## src/hdl/cmbb_queue.sv

```systemverilog
// Two-entry queue between front end and back end
`timescale 1ns / 1ps
`default_nettype none
module cmbb_queue #(
    parameter int WIDTH = 8
) (
    input  wire logic             aclk,
    input  wire logic             aresetn,
    input  wire logic             push,
    input  wire logic [WIDTH-1:0] push_data,
    output logic                  full,
    input  wire logic             pop,
    output logic [WIDTH-1:0]      pop_data,
    output logic                  empty
);
    logic [WIDTH-1:0] slot0_reg, slot1_reg;
    logic [1:0]       count_reg, count_next;

    assign full     = (count_reg == 2'd2);
    assign empty    = (count_reg == 2'd0);
    assign pop_data = slot0_reg;

    // track fill level
    always_comb begin
        count_next = count_reg;
        if (push && !pop) count_next = count_reg + 2'd1;
        else if (pop && !push) count_next = count_reg - 2'd1;
    end

    always_ff @(posedge aclk) begin
        if (!aresetn) begin
            count_reg <= 2'd0;
        end else begin
            count_reg <= count_next;
        end
    end

    // shift the head out on pop, land the new word behind the rest
    always_ff @(posedge aclk) begin
        if (pop) begin
            slot0_reg <= slot1_reg;
            if (push && count_reg == 2'd1) slot0_reg <= push_data;
            if (push && count_reg == 2'd2) slot1_reg <= push_data;
        end else if (push) begin
            if (count_reg == 2'd0) slot0_reg <= push_data;
            else slot1_reg <= push_data;
        end
    end
endmodule
`default_nettype wire

```

## config.mk

```make
export PLATFORM = sky130hd
export DESIGN_NAME = cmbb_queue
export DESIGN_NICKNAME = d
export VERILOG_FILES = /design/src/hdl/cmbb_queue.sv
export SDC_FILE = /design/constraint.sdc
export NUM_CORES = 1
export LEC_CHECK = 0
export BUFFER_PORTS_ARGS = -buffer_cell sky130_fd_sc_hd__buf_2
export CAP_MARGIN = 0
export CORE_MARGIN = 5
export CORE_UTILIZATION = 45
export DETAILED_ROUTE_END_ITERATION = 6
export GPL_TIMING_DRIVEN = 1
export HOLD_SLACK_MARGIN = 0.08
export PLACE_DENSITY = 0.71
export SYNTH_ARGS = -nofsm -noshare
export SYNTH_HDL_FRONTEND = slang
export SYNTH_SLANG_ARGS = --single-unit
```

## constraint.sdc

```tcl
create_clock -name aclk -period 2.3 [get_ports aclk]
set_input_delay 0.115 -clock aclk [delete_from_list [all_inputs] [get_ports aclk]]
set_output_delay 0.115 -clock aclk [all_outputs]
set_load 0.05 [all_outputs]
```

==> flow_metrics.tcl <==
set metrics [dict create \
    hp-class "in -> reg" \
    worstSetupEndpointType "register" \
    p_leak_nw 0.429 \
    grt_max_degree 11 \
    ys_warn_count 0 \
    synth_compound_area_share_pct 3.74 \
    synth_common_cells "edfxtp_1, mux2_2, ha_1" \
    die_x_um 51.4 \
    multi_input_area_um2 234 \
    synth.top_cell.area_share_pct 62.4 \
    tritoncts "done" \
    synthMuxAreaShare_pct 11.7 \
    h-tree-depth 1 \
    grt_usage_pct 10.8 \
    globalplace.congestion 0.701 \
    start_kind "register" \
    clock.fmax_mhz 625 \
    hpwl_um 930 \
    insertion_delay_ns 0.28 \
    grt_pass1_vias 476 \
    drive_gt1_share_pct 43.2 \
    io_buffers 21 \
    yosysUniqueCellTypes 15 \
    synthCells 46 \
    ys_ff_latch 18 \
    synth.area.top_cells "edfxtp_1, mux2_2, ha_1, dfxtp_1, a21boi_4" \
    post_drt_wl_per_cell_um 12.9 \
    nFillCells 137 \
    worst_slew_pin_slew_ns 0.654 \
    cts-hold-fix-buffers 9 \
    yosys_most_used_dff "edfxtp_1" \
    cts_root_buf "clkbuf_4" \
    ioPinCount 22 \
    synth_nets 63 \
    postLayoutCellArea_um2 1020 \
    synth_area_leader_cell "edfxtp_1" \
    slowest_delay_ns 0.53 \
    outcome "finished clean" \
    coreArea_um2 1670 \
    drv_slew 0 \
    crit_fanout 8 \
    dieArea_um2 2640 \
    vdd_drop_max_mv 0.492 \
    synth_area_per_cell_um2 16.7 \
    seqCellArea_um2 520 \
    finClkSkew_ns 0.00846 \
    ant_nets 0 \
    grt_overflow 0 \
    period_needed_ns 1.60 \
    drt-initial-drc-count 13 \
    grt_pass1_wl_mm 2.00 \
    numCtsBuffers 3 \
    period_share_pct 69.6 \
    diodes 0 \
    synthArstFlopShare_pct 0 \
    required_ns 2.22 \
    clockBufferDepth 2 \
    cts.sinks 18 \
    ys_seq_area_share_pct 67.6 \
    critPathKind "reg -> reg" \
    drc 0 \
    rows 15 \
    syn_to_final_growth_pct 32.5 \
    via_count 472 \
    synthSimpleGateAreaFrac_pct 4.55 \
    antenna_found_initial 0 \
    slowest_stage "nor2b_1" \
    synth_top_family_by_area "multiplexers" \
    clkTransAtPathRegs_ns 0.10 \
    setup_viol 0 \
    cap_violations 0 \
    initial_core_util_pct 46.1 \
    synth_most_common_cell "edfxtp_1" \
    hold-worst-slack_ns 0.390 \
    synth-xor-area-share_pct 2.28 \
    fin_nets 99 \
    synth_area_um2 769 \
    rsz0062_at_grt "no" \
    finalSetupTns_ns 0 \
    cts_resized 0 \
    wirelength_mm 1.27 \
    chipHeight_um 51.4 \
    dpl_cell_area_um2 903 \
    drt_first_pass_iters 3 \
    cts_setup_buffers 0 \
    synth_fa_ha_area_share_pct 8.13 \
    pwr_density_cell_nw_per_um2 798 \
    crit_chain "inv_1 > ha_1 > or2_2 > nor2b_1" \
    arrival_ns 1.52 \
    hold_viol_final 0 \
    synth-edff-count 16 \
    viasPerCell 4.82 \
    max-slew-margin-rel_pct 56.3 \
]
-- through the flow --
stage               cells  utilization [%]  setup WS [ns]  total power [W]
CTS                    98             61.0          0.667         0.000823
floorplan              46                -          0.332         0.000605
finish                 98             61.0          0.699         0.000814
global route           98             61.0          0.534         0.000858
global placement       85             54.1          0.725         0.000659
detailed placement     85             54.1          0.698         0.000661
-- path summary, 6_finish.rpt --
check	start	end	slack [ns]	cells past startpoint
worst min register to register	count_reg[1]$_SDFFE_PN0P_	count_reg[1]$_SDFFE_PN0P_	0.54	2
worst max register to register	count_reg[0]$_SDFFE_PN0P_	pop_data[1]$_DFFE_PP_	0.70	4
worst min-delay path	push	pop_data[6]$_DFFE_PP_	0.39	3
worst max-delay path	count_reg[0]$_SDFFE_PN0P_	pop_data[1]$_DFFE_PP_	0.70	4
-- placed cells by master, fill, tap and decap left out --
master and n:
buf_2 21, edfxtp_1 16, dlygate4sd3_1 9, mux2_2 8
ha_1 5, inv_1 4, clkbuf_4 3, xor2_1 2
dfxtp_1 2, a21boi_4 1, or2_2 1, nor2b_1 1
nand3_1 1, a21oi_1 1, and2_1 1, nand2_1 1
nand3b_1 1, o21ai_0 1, clkinv_1 1, buf_4 1
-- kinds of logic after synthesis --
family,count (synthesis)
AOI/OAI and AO/OA,3
xor gates and xnor gates,2
adders and majority gates,5
buffers and inverters,4
DFF,18
muxes,8
and+or+nand+nor,6
-- routing by layer --
metal | wire length [um] | GRT usage [%] | vias up | part of all wire [%]
met1 | 577 | 12.9 | 214 | 46
li1 | - | - | 236 | -
met2 | 551 | 17.0 | 20 | 44
met5 | 0 | 0 | - | 0
met4 | 8 | 3.93 | 0 | 0.63
met3 | 129 | 5.25 | 2 | 10
-- worst max-delay path, delay by kind of cell (launching register included) --
family	cells	cell delay (ns)
buf+inv	1	0.09
simple gates	2	0.64
flops	1	0.35
fa+ha+maj	1	0.16
-- cell type report --
| cell class | instances | area share [%] |
|---|---|---|
| clock inverter | 1 | 0.368 |
| sequential | 18 | 51.0 |
| tap | 17 | 2.09 |
| inverter | 4 | 1.47 |
| clock buffer | 3 | 2.21 |
| multi-input combinational | 24 | 22.9 |
| timing repair buffer | 31 | 19.9 |
-- power breakdown --
part           switching (W)  internal [W]
sequential         0.0000132      0.000407
clock              0.0000886     0.0000629
combinational       0.000165     0.0000769
No activity file was read; power rests on OpenSTA's default activity.
