**config.mk**
```make
export PLATFORM = sky130hd
export DESIGN_NAME = cmbb_front
export DESIGN_NICKNAME = d
export VERILOG_FILES = /design/src/hdl/cmbb_pkg.sv /design/src/hdl/cmbb_front.sv
export SDC_FILE = /design/constraint.sdc
export NUM_CORES = 1
export LEC_CHECK = 0
export BUFFER_PORTS_ARGS = -buffer_cell sky130_fd_sc_hd__buf_2
export CAP_MARGIN = 20
export CORE_AREA = 4 4 138 173
export DETAILED_ROUTE_END_ITERATION = 7
export DIE_AREA = 0 0 142 177
export PLACE_DENSITY = 0.55
export SYNTH_ARGS = -nofsm -noshare
export SYNTH_HDL_FRONTEND = slang
export SYNTH_SLANG_ARGS = --single-unit
```
**constraint.sdc**
```tcl
create_clock -name aclk -period 7.7 [get_ports aclk]
set_input_delay 0 -clock aclk [delete_from_list [all_inputs] [get_ports aclk]]
set_output_delay 0 -clock aclk [all_outputs]
set_load 0.02 [all_outputs]
```
**src/hdl/cmbb_pkg.sv**
```systemverilog
// Shared types, constants and register indexes for the circle masked box blur
`timescale 1ns / 1ps
`default_nettype none
package cmbb_pkg;
    localparam int DEF_MAX_WIDTH  = 1024;
    localparam int DEF_MAX_HEIGHT = 1024;
    localparam int DEF_MAX_RADIUS = 7;

    localparam int CFG_IDX_W  = 3;
    localparam int CFG_DATA_W = 11;

    localparam logic [CFG_IDX_W-1:0] REG_IMG_WIDTH     = 3'd0;
    localparam logic [CFG_IDX_W-1:0] REG_IMG_HEIGHT    = 3'd1;
    localparam logic [CFG_IDX_W-1:0] REG_BOX_RADIUS    = 3'd2;
    localparam logic [CFG_IDX_W-1:0] REG_CENTER_ROW    = 3'd3;
    localparam logic [CFG_IDX_W-1:0] REG_CENTER_COL    = 3'd4;
    localparam logic [CFG_IDX_W-1:0] REG_CIRCLE_RADIUS = 3'd5;

    localparam logic KIND_PIXEL = 1'b0;
    localparam logic KIND_DRAIN = 1'b1;

    typedef struct packed {
        logic       kind;
        logic [7:0] pixel;
    } in_word_t;

    typedef struct packed {
        logic [7:0] out_pixel;
        logic       frame_last;
    } out_word_t;

    // circle parameters handed to the back end
    typedef struct packed {
        logic [9:0]  center_row;
        logic [9:0]  center_col;
        logic [10:0] circle_radius;
    } circle_cfg_t;
endpackage
`default_nettype wire

```
**src/hdl/cmbb_front.sv**
```systemverilog
// Front end: configuration, stream positions and work classification
`timescale 1ns / 1ps
`default_nettype none
module cmbb_front
    import cmbb_pkg::*;
#(
    parameter int MAX_WIDTH  = DEF_MAX_WIDTH,
    parameter int MAX_HEIGHT = DEF_MAX_HEIGHT,
    parameter int MAX_RADIUS = DEF_MAX_RADIUS,
    parameter int ENTRY_W    = 8
) (
    input  wire logic                  aclk,
    input  wire logic                  aresetn,
    input  wire logic                  s_valid,
    output logic                       s_ready,
    input  wire in_word_t              s_data,
    input  wire logic                  cfg_valid,
    input  wire logic [CFG_IDX_W-1:0]  cfg_index,
    input  wire logic [CFG_DATA_W-1:0] cfg_data,
    output circle_cfg_t                circ,
    output logic                       push,
    output logic [ENTRY_W-1:0]         push_data,
    input  wire logic                  full
);
    localparam int LS_ROWS = 2 * MAX_RADIUS + 2;
    localparam int SLOT_W  = $clog2(LS_ROWS);
    localparam int COL_W   = $clog2(MAX_WIDTH);
    localparam int ROW_W   = $clog2(MAX_HEIGHT + 1);
    localparam int DW      = $clog2(MAX_WIDTH + 1);
    localparam int RAD_W   = $clog2(MAX_RADIUS + 1);
    localparam int NY_W    = $clog2(2 * MAX_RADIUS + 2);
    localparam int LAG_W   = $clog2(MAX_RADIUS * MAX_WIDTH + MAX_RADIUS + 1);

    typedef struct packed {
        logic              we;
        logic [SLOT_W-1:0] wslot;
        logic [COL_W-1:0]  wcol;
        logic [7:0]        pix;
        logic              job;
        logic [SLOT_W-1:0] pslot;
        logic [ROW_W-1:0]  row;
        logic [COL_W-1:0]  col;
        logic [SLOT_W-1:0] tslot;
        logic [NY_W-1:0]   ny;
        logic [COL_W-1:0]  x0;
        logic [NY_W-1:0]   nx;
        logic              last;
    } entry_t;

    entry_t entry;

    logic [10:0] img_width_reg, img_height_reg, circle_radius_reg;
    logic [2:0]  box_radius_reg;
    logic [9:0]  center_row_reg, center_col_reg;

    logic [ROW_W-1:0]  in_row_reg, in_row_next, out_row_reg, out_row_next;
    logic [COL_W-1:0]  in_col_reg, in_col_next, out_col_reg, out_col_next;
    logic [SLOT_W-1:0] in_slot_reg, in_slot_next, out_slot_reg, out_slot_next;
    logic [LAG_W-1:0]  ahead_reg, ahead_next;

    logic [31:0]       w_full, h_full, rad_full;
    logic [DW-1:0]     w;
    logic [ROW_W-1:0]  h;
    logic [RAD_W-1:0]  rad;
    logic [LAG_W-1:0]  lag;
    logic              accept, in_active, advance, emit, last;
    logic [ROW_W-1:0]  below;
    logic [DW-1:0]     right_room;
    logic [RAD_W-1:0]  up, dn, left, right;

    // clamp configured sizes
    always_comb begin
        w_full   = (img_width_reg == 11'd0) ? 32'd1 :
                   ({21'd0, img_width_reg} > 32'(MAX_WIDTH)) ? 32'(MAX_WIDTH) :
                   {21'd0, img_width_reg};
        h_full   = (img_height_reg == 11'd0) ? 32'd1 :
                   ({21'd0, img_height_reg} > 32'(MAX_HEIGHT)) ? 32'(MAX_HEIGHT) :
                   {21'd0, img_height_reg};
        rad_full = ({29'd0, box_radius_reg} > 32'(MAX_RADIUS)) ? 32'(MAX_RADIUS) :
                   {29'd0, box_radius_reg};
        w   = w_full[DW-1:0];
        h   = h_full[ROW_W-1:0];
        rad = rad_full[RAD_W-1:0];
        lag = LAG_W'(rad) * LAG_W'(w) + LAG_W'(rad);
    end

    assign s_ready = !full;
    assign accept  = s_valid && s_ready;
    assign circ    = '{center_row: center_row_reg, center_col: center_col_reg,
                       circle_radius: circle_radius_reg};

    // classify the word and step the positions
    always_comb begin
        in_active = (in_row_reg < h);
        advance   = !(in_active && s_data.kind == KIND_DRAIN);
        emit      = advance && (ahead_reg == lag);
        last      = (out_row_reg == h - ROW_W'(1)) &&
                    ({{(DW-COL_W){1'b0}}, out_col_reg} == w - DW'(1));

        in_row_next   = in_row_reg;
        in_col_next   = in_col_reg;
        in_slot_next  = in_slot_reg;
        out_row_next  = out_row_reg;
        out_col_next  = out_col_reg;
        out_slot_next = out_slot_reg;
        ahead_next    = ahead_reg;

        if (accept && advance) begin
            if ({{(DW-COL_W){1'b0}}, in_col_reg} + DW'(1) >= w) begin
                in_col_next  = '0;
                in_row_next  = in_row_reg + ROW_W'(1);
                in_slot_next = (in_slot_reg == SLOT_W'(LS_ROWS - 1)) ? '0
                             : in_slot_reg + SLOT_W'(1);
            end else begin
                in_col_next = in_col_reg + COL_W'(1);
            end
            if (!emit) begin
                ahead_next = ahead_reg + LAG_W'(1);
            end else if (last) begin
                in_row_next   = '0;
                in_col_next   = '0;
                in_slot_next  = '0;
                out_row_next  = '0;
                out_col_next  = '0;
                out_slot_next = '0;
                ahead_next    = '0;
            end else if ({{(DW-COL_W){1'b0}}, out_col_reg} + DW'(1) >= w) begin
                out_col_next  = '0;
                out_row_next  = out_row_reg + ROW_W'(1);
                out_slot_next = (out_slot_reg == SLOT_W'(LS_ROWS - 1)) ? '0
                              : out_slot_reg + SLOT_W'(1);
            end else begin
                out_col_next = out_col_reg + COL_W'(1);
            end
        end
    end

    // box extent around the output pixel, clipped at the frame edges
    always_comb begin
        below      = h - ROW_W'(1) - out_row_reg;
        right_room = w - DW'(1) - {{(DW-COL_W){1'b0}}, out_col_reg};
        up    = (out_row_reg < ROW_W'(rad)) ? out_row_reg[RAD_W-1:0] : rad;
        dn    = (below < ROW_W'(rad)) ? below[RAD_W-1:0] : rad;
        left  = (out_col_reg < COL_W'(rad)) ? out_col_reg[RAD_W-1:0] : rad;
        right = (right_room < DW'(rad)) ? right_room[RAD_W-1:0] : rad;

        entry.we    = in_active;
        entry.wslot = in_slot_reg;
        entry.wcol  = in_col_reg;
        entry.pix   = s_data.pixel;
        entry.job   = emit;
        entry.pslot = out_slot_reg;
        entry.row   = out_row_reg;
        entry.col   = out_col_reg;
        entry.tslot = (out_slot_reg >= SLOT_W'(up)) ? out_slot_reg - SLOT_W'(up)
                    : out_slot_reg + SLOT_W'(LS_ROWS) - SLOT_W'(up);
        entry.ny    = NY_W'(up) + NY_W'(dn) + NY_W'(1);
        entry.x0    = out_col_reg - COL_W'(left);
        entry.nx    = NY_W'(left) + NY_W'(right) + NY_W'(1);
        entry.last  = last;
    end

    assign push      = accept && (in_active && advance || emit);
    assign push_data = ENTRY_W'(entry);

    // configuration registers
    always_ff @(posedge aclk) begin
        if (!aresetn) begin
            img_width_reg     <= 11'd256;
            img_height_reg    <= 11'd256;
            box_radius_reg    <= 3'd1;
            center_row_reg    <= 10'd128;
            center_col_reg    <= 10'd128;
            circle_radius_reg <= 11'd64;
        end else if (cfg_valid) begin
            unique case (cfg_index)
                REG_IMG_WIDTH:     img_width_reg     <= cfg_data;
                REG_IMG_HEIGHT:    img_height_reg    <= cfg_data;
                REG_BOX_RADIUS:    box_radius_reg    <= cfg_data[2:0];
                REG_CENTER_ROW:    center_row_reg    <= cfg_data[9:0];
                REG_CENTER_COL:    center_col_reg    <= cfg_data[9:0];
                REG_CIRCLE_RADIUS: circle_radius_reg <= cfg_data;
                default: ;
            endcase
        end
    end

    // positions; a known register write restarts the frame
    always_ff @(posedge aclk) begin
        if (!aresetn || (cfg_valid && cfg_index <= REG_CIRCLE_RADIUS)) begin
            in_row_reg   <= '0;
            in_col_reg   <= '0;
            in_slot_reg  <= '0;
            out_row_reg  <= '0;
            out_col_reg  <= '0;
            out_slot_reg <= '0;
            ahead_reg    <= '0;
        end else begin
            in_row_reg   <= in_row_next;
            in_col_reg   <= in_col_next;
            in_slot_reg  <= in_slot_next;
            out_row_reg  <= out_row_next;
            out_col_reg  <= out_col_next;
            out_slot_reg <= out_slot_next;
            ahead_reg    <= ahead_next;
        end
    end
endmodule
`default_nettype wire

```
==> flow_metrics.env <==
export IMPL_core_um2=22200
export IMPL_ios=69
export IMPL_root_buffer="clkbuf_16"
export IMPL_netlist_area_um2=8740
export IMPL_slew_limit_headroom=0.327
export IMPL_top_usage_layer="met2"
export IMPL_worstSetupStartpointType="register"
export IMPL_die_w_um=142
export IMPL_finalSetupViolCount=0
export IMPL_post_route_period_util=0.820
export IMPL_post_route_min_period_ps=6310
export IMPL_tightest_slew_ps=1000
export IMPL_powerDensity_nw_per_um2=136
export IMPL_power_frac_seq=0.453
export IMPL_hold_violations=0
export IMPL_worstPathRequired_ps=7700
export IMPL_wl_um=24300
export IMPL_grt_max_degree=59
export IMPL_r2r_cells=21
export IMPL_final_util=0.432
export IMPL_track_usage=0.197
export IMPL_path_class="register to output port"
export IMPL_hold_path_class="input pin to register"
export IMPL_synth_flop_cell="dfxtp_1"
export IMPL_die_h_um=177
export IMPL_place_ws_ps=1430
export IMPL_max_cap_violations=0
export IMPL_syn_inst=1150
export IMPL_start_util=0.393
export IMPL_hold_path_startpoint="cfg_index[0]"
export IMPL_final_common_cell="nand2_1"
export IMPL_drive_above_1_share=0.0794
export IMPL_share_comb_of_total_power=0.151
export IMPL_clkLatencyLatePin_ps=360
export IMPL_worstPathMaxFanout=6
export IMPL_worst_slack_ps=1390
export IMPL_clock_skew_ps=11.8
export IMPL_rows=61
export IMPL_syn2layout_area_growth_pct=9.81
export IMPL_rr_startpoint="img_width_reg[2]"
export IMPL_dp_cells=1438
export IMPL_portBuffers=60
export IMPL_synth_edf_count=0
export IMPL_ys_ff_latch=111
export IMPL_num_vias=7964
export IMPL_wl_per_cell_um=16.5
export IMPL_cp_end_kind="output port"
export IMPL_via_per_inst=5.43
export IMPL_hold_depth=4
export IMPL_gr_usage_met1=0.263
export IMPL_drc=0
export IMPL_grt_pass1_vias=7791
export IMPL_rsz0062_at_grt="false"
export IMPL_drt_iter0_markers=413
export IMPL_async_reset_ff_frac=0
export IMPL_firstDrtPassIters=5
export IMPL_r2r_end="out_row_reg[10]"
export IMPL_place_gp_congestion=0.892
export IMPL_ir_drop_mv=0.0990
export IMPL_final_cells=1467
export IMPL_ys_types=65
export IMPL_r2r_setup_slack_ps=1440
export IMPL_h_tree_depth=3
export IMPL_insertedDiodeCount=0
export IMPL_power_w=0.00130
export IMPL_layout_common_cells="nand2_1 (196), dfxtp_1 (111), nor2_1 (98)"
export IMPL_slew_violations=0
export IMPL_p_switching_w=0.000382
export IMPL_holdPathEnd="img_width_reg[10]"
export IMPL_swShare=0.294
export IMPL_startpoint="img_width_reg[2]"
export IMPL_p_clk_frac=0.396
export IMPL_tritoncts="yes"
export IMPL_num_nets_final=1300
export IMPL_cts_inserted_buffers=9
export IMPL_path_clk_slew_ps=80
export IMPL_setup_tns_ps=0
export IMPL_die_area_um2=25100
export IMPL_met2_usage=0.322
export IMPL_ys_seq_area_frac=0.254
export IMPL_cp_arrival_ps=6310
export IMPL_gr_total_overflow=0
export IMPL_largest_register_ffs=13
export IMPL_grt_pass1_wl_um=40200
export IMPL_cts_buffer_depth=2
export IMPL_gr_usage_met3=0.0332
export IMPL_antenna_found_initial=0
export IMPL_ant_nets=0
export IMPL_clkSinkCount=111
export IMPL_clock_fmax_ghz=0.158
export IMPL_p_leak_nw=3.88
export IMPL_yosys_warnings=0
export IMPL_syn_num_nets=1271
export IMPL_power_internal_w=0.000920
export IMPL_status="completed"
export IMPL_avgSynthCellArea_um2=7.60
export IMPL_fillers=2263
export IMPL_hpwlAfterDp_um=18500
-- critical path: stages (launching register included) --
cell and delay [ps]:
dfxtp_1 330, or4_1 620, nor3_1 350, nor2_1 70, nor2_1 90, buf_4 180, inv_1 80, ha_1 320
fa_1 550, inv_1 60, ha_1 260, a21boi_0 120, o21ai_0 340, o211ai_1 160, nor4_1 380, nand4_1 140
nor3_1 730, mux2i_1 210, ha_1 270, fa_1 380, xnor2_1 130, buf_2 180
-- kinds of logic after synthesis --
family / count (synthesis) / share of synthesized area
AO/OA/AOI/OAI: 223 / 0.166
XOR/XNOR: 86 / 0.0879
adder cells (fa/ha/maj): 93 / 0.145
buffers and inverters: 124 / 0.0590
flip-flops: 111 / 0.254
multiplexers: 13 / 0.0150
AND/OR/NAND/NOR: 500 / 0.272
-- layer usage --
layer / up-vias / share of wire
met2: 207 / 0.47
met3: 48 / 0.046
met1: 3669 / 0.46
li1: 4040 / -
met4: 0 / 0.028
met5: - / 0
-- area by class of cell --
class                      instances  area (µm²)  share of cell area
multi-input combinational        915        6000               0.625
sequential                       111        2220               0.232
timing repair buffer              78         458              0.0477
tap                              283         354              0.0369
inverter                          64         240              0.0250
clock buffer                       9         225              0.0235
clock inverter                     7        95.1             0.00991
-- synth_stat cells (all sizes together), types with 20 or more instances --
| library cell | count | share of area |
|---|---|---|
| a21boi | 56 | 0.048 |
| or3 | 20 | 0.015 |
| clkbuf | 45 | 0.019 |
| nor3 | 23 | 0.013 |
| inv | 63 | 0.027 |
| xnor2 | 56 | 0.056 |
| nand2 | 196 | 0.084 |
| dfxtp | 111 | 0.25 |
| o21ai | 45 | 0.026 |
| xor2 | 29 | 0.029 |
| nor2 | 98 | 0.042 |
| a21oi | 62 | 0.036 |
| ha | 79 | 0.11 |
| nand4 | 25 | 0.018 |
| nand3 | 39 | 0.022 |
-- stage by stage --
stage          instance area (µm²)  hold WS, ps
6_report                      9600         29.7
5_1_grt                       9600         75.6
4_1_cts                       9590          121
3_5_place_dp                  9160          270
3_3_place_gp                  9160          262
2_1_floorplan                 8740         88.9
-- power groups by stage --
stage / Sequential, W / Clock, W / Combinational (W)
after floorplan: 0.000602 / 0 / 0.000136
after global placement: 0.000603 / 0 / 0.000191
after detailed placement: 0.000604 / 0 / 0.000192
after CTS: 0.000590 / 0.000528 / 0.000197
after global routing: 0.000592 / 0.000554 / 0.000219
final: 0.000590 / 0.000515 / 0.000197
-- worst max path at each step --
stage	end	slack, ps	cells past startpoint
finish	push_data[3]	1390	21
CTS	push_data[3]	1320	21
global route	push_data[3]	960	23
floorplan	out_row_reg[10]	2090	20
detailed placement	in_row_reg[1]	1430	22
global placement	in_col_reg[2]	1440	21
-- timing repair --
action / CTS / global route
endpoints found under the hold margin: 53 / 0
hold buffers: 11 / 0
setup buffers: 0 / 0
gates resized for setup: 0 / 0
Power figures use the tool's default switching activity.
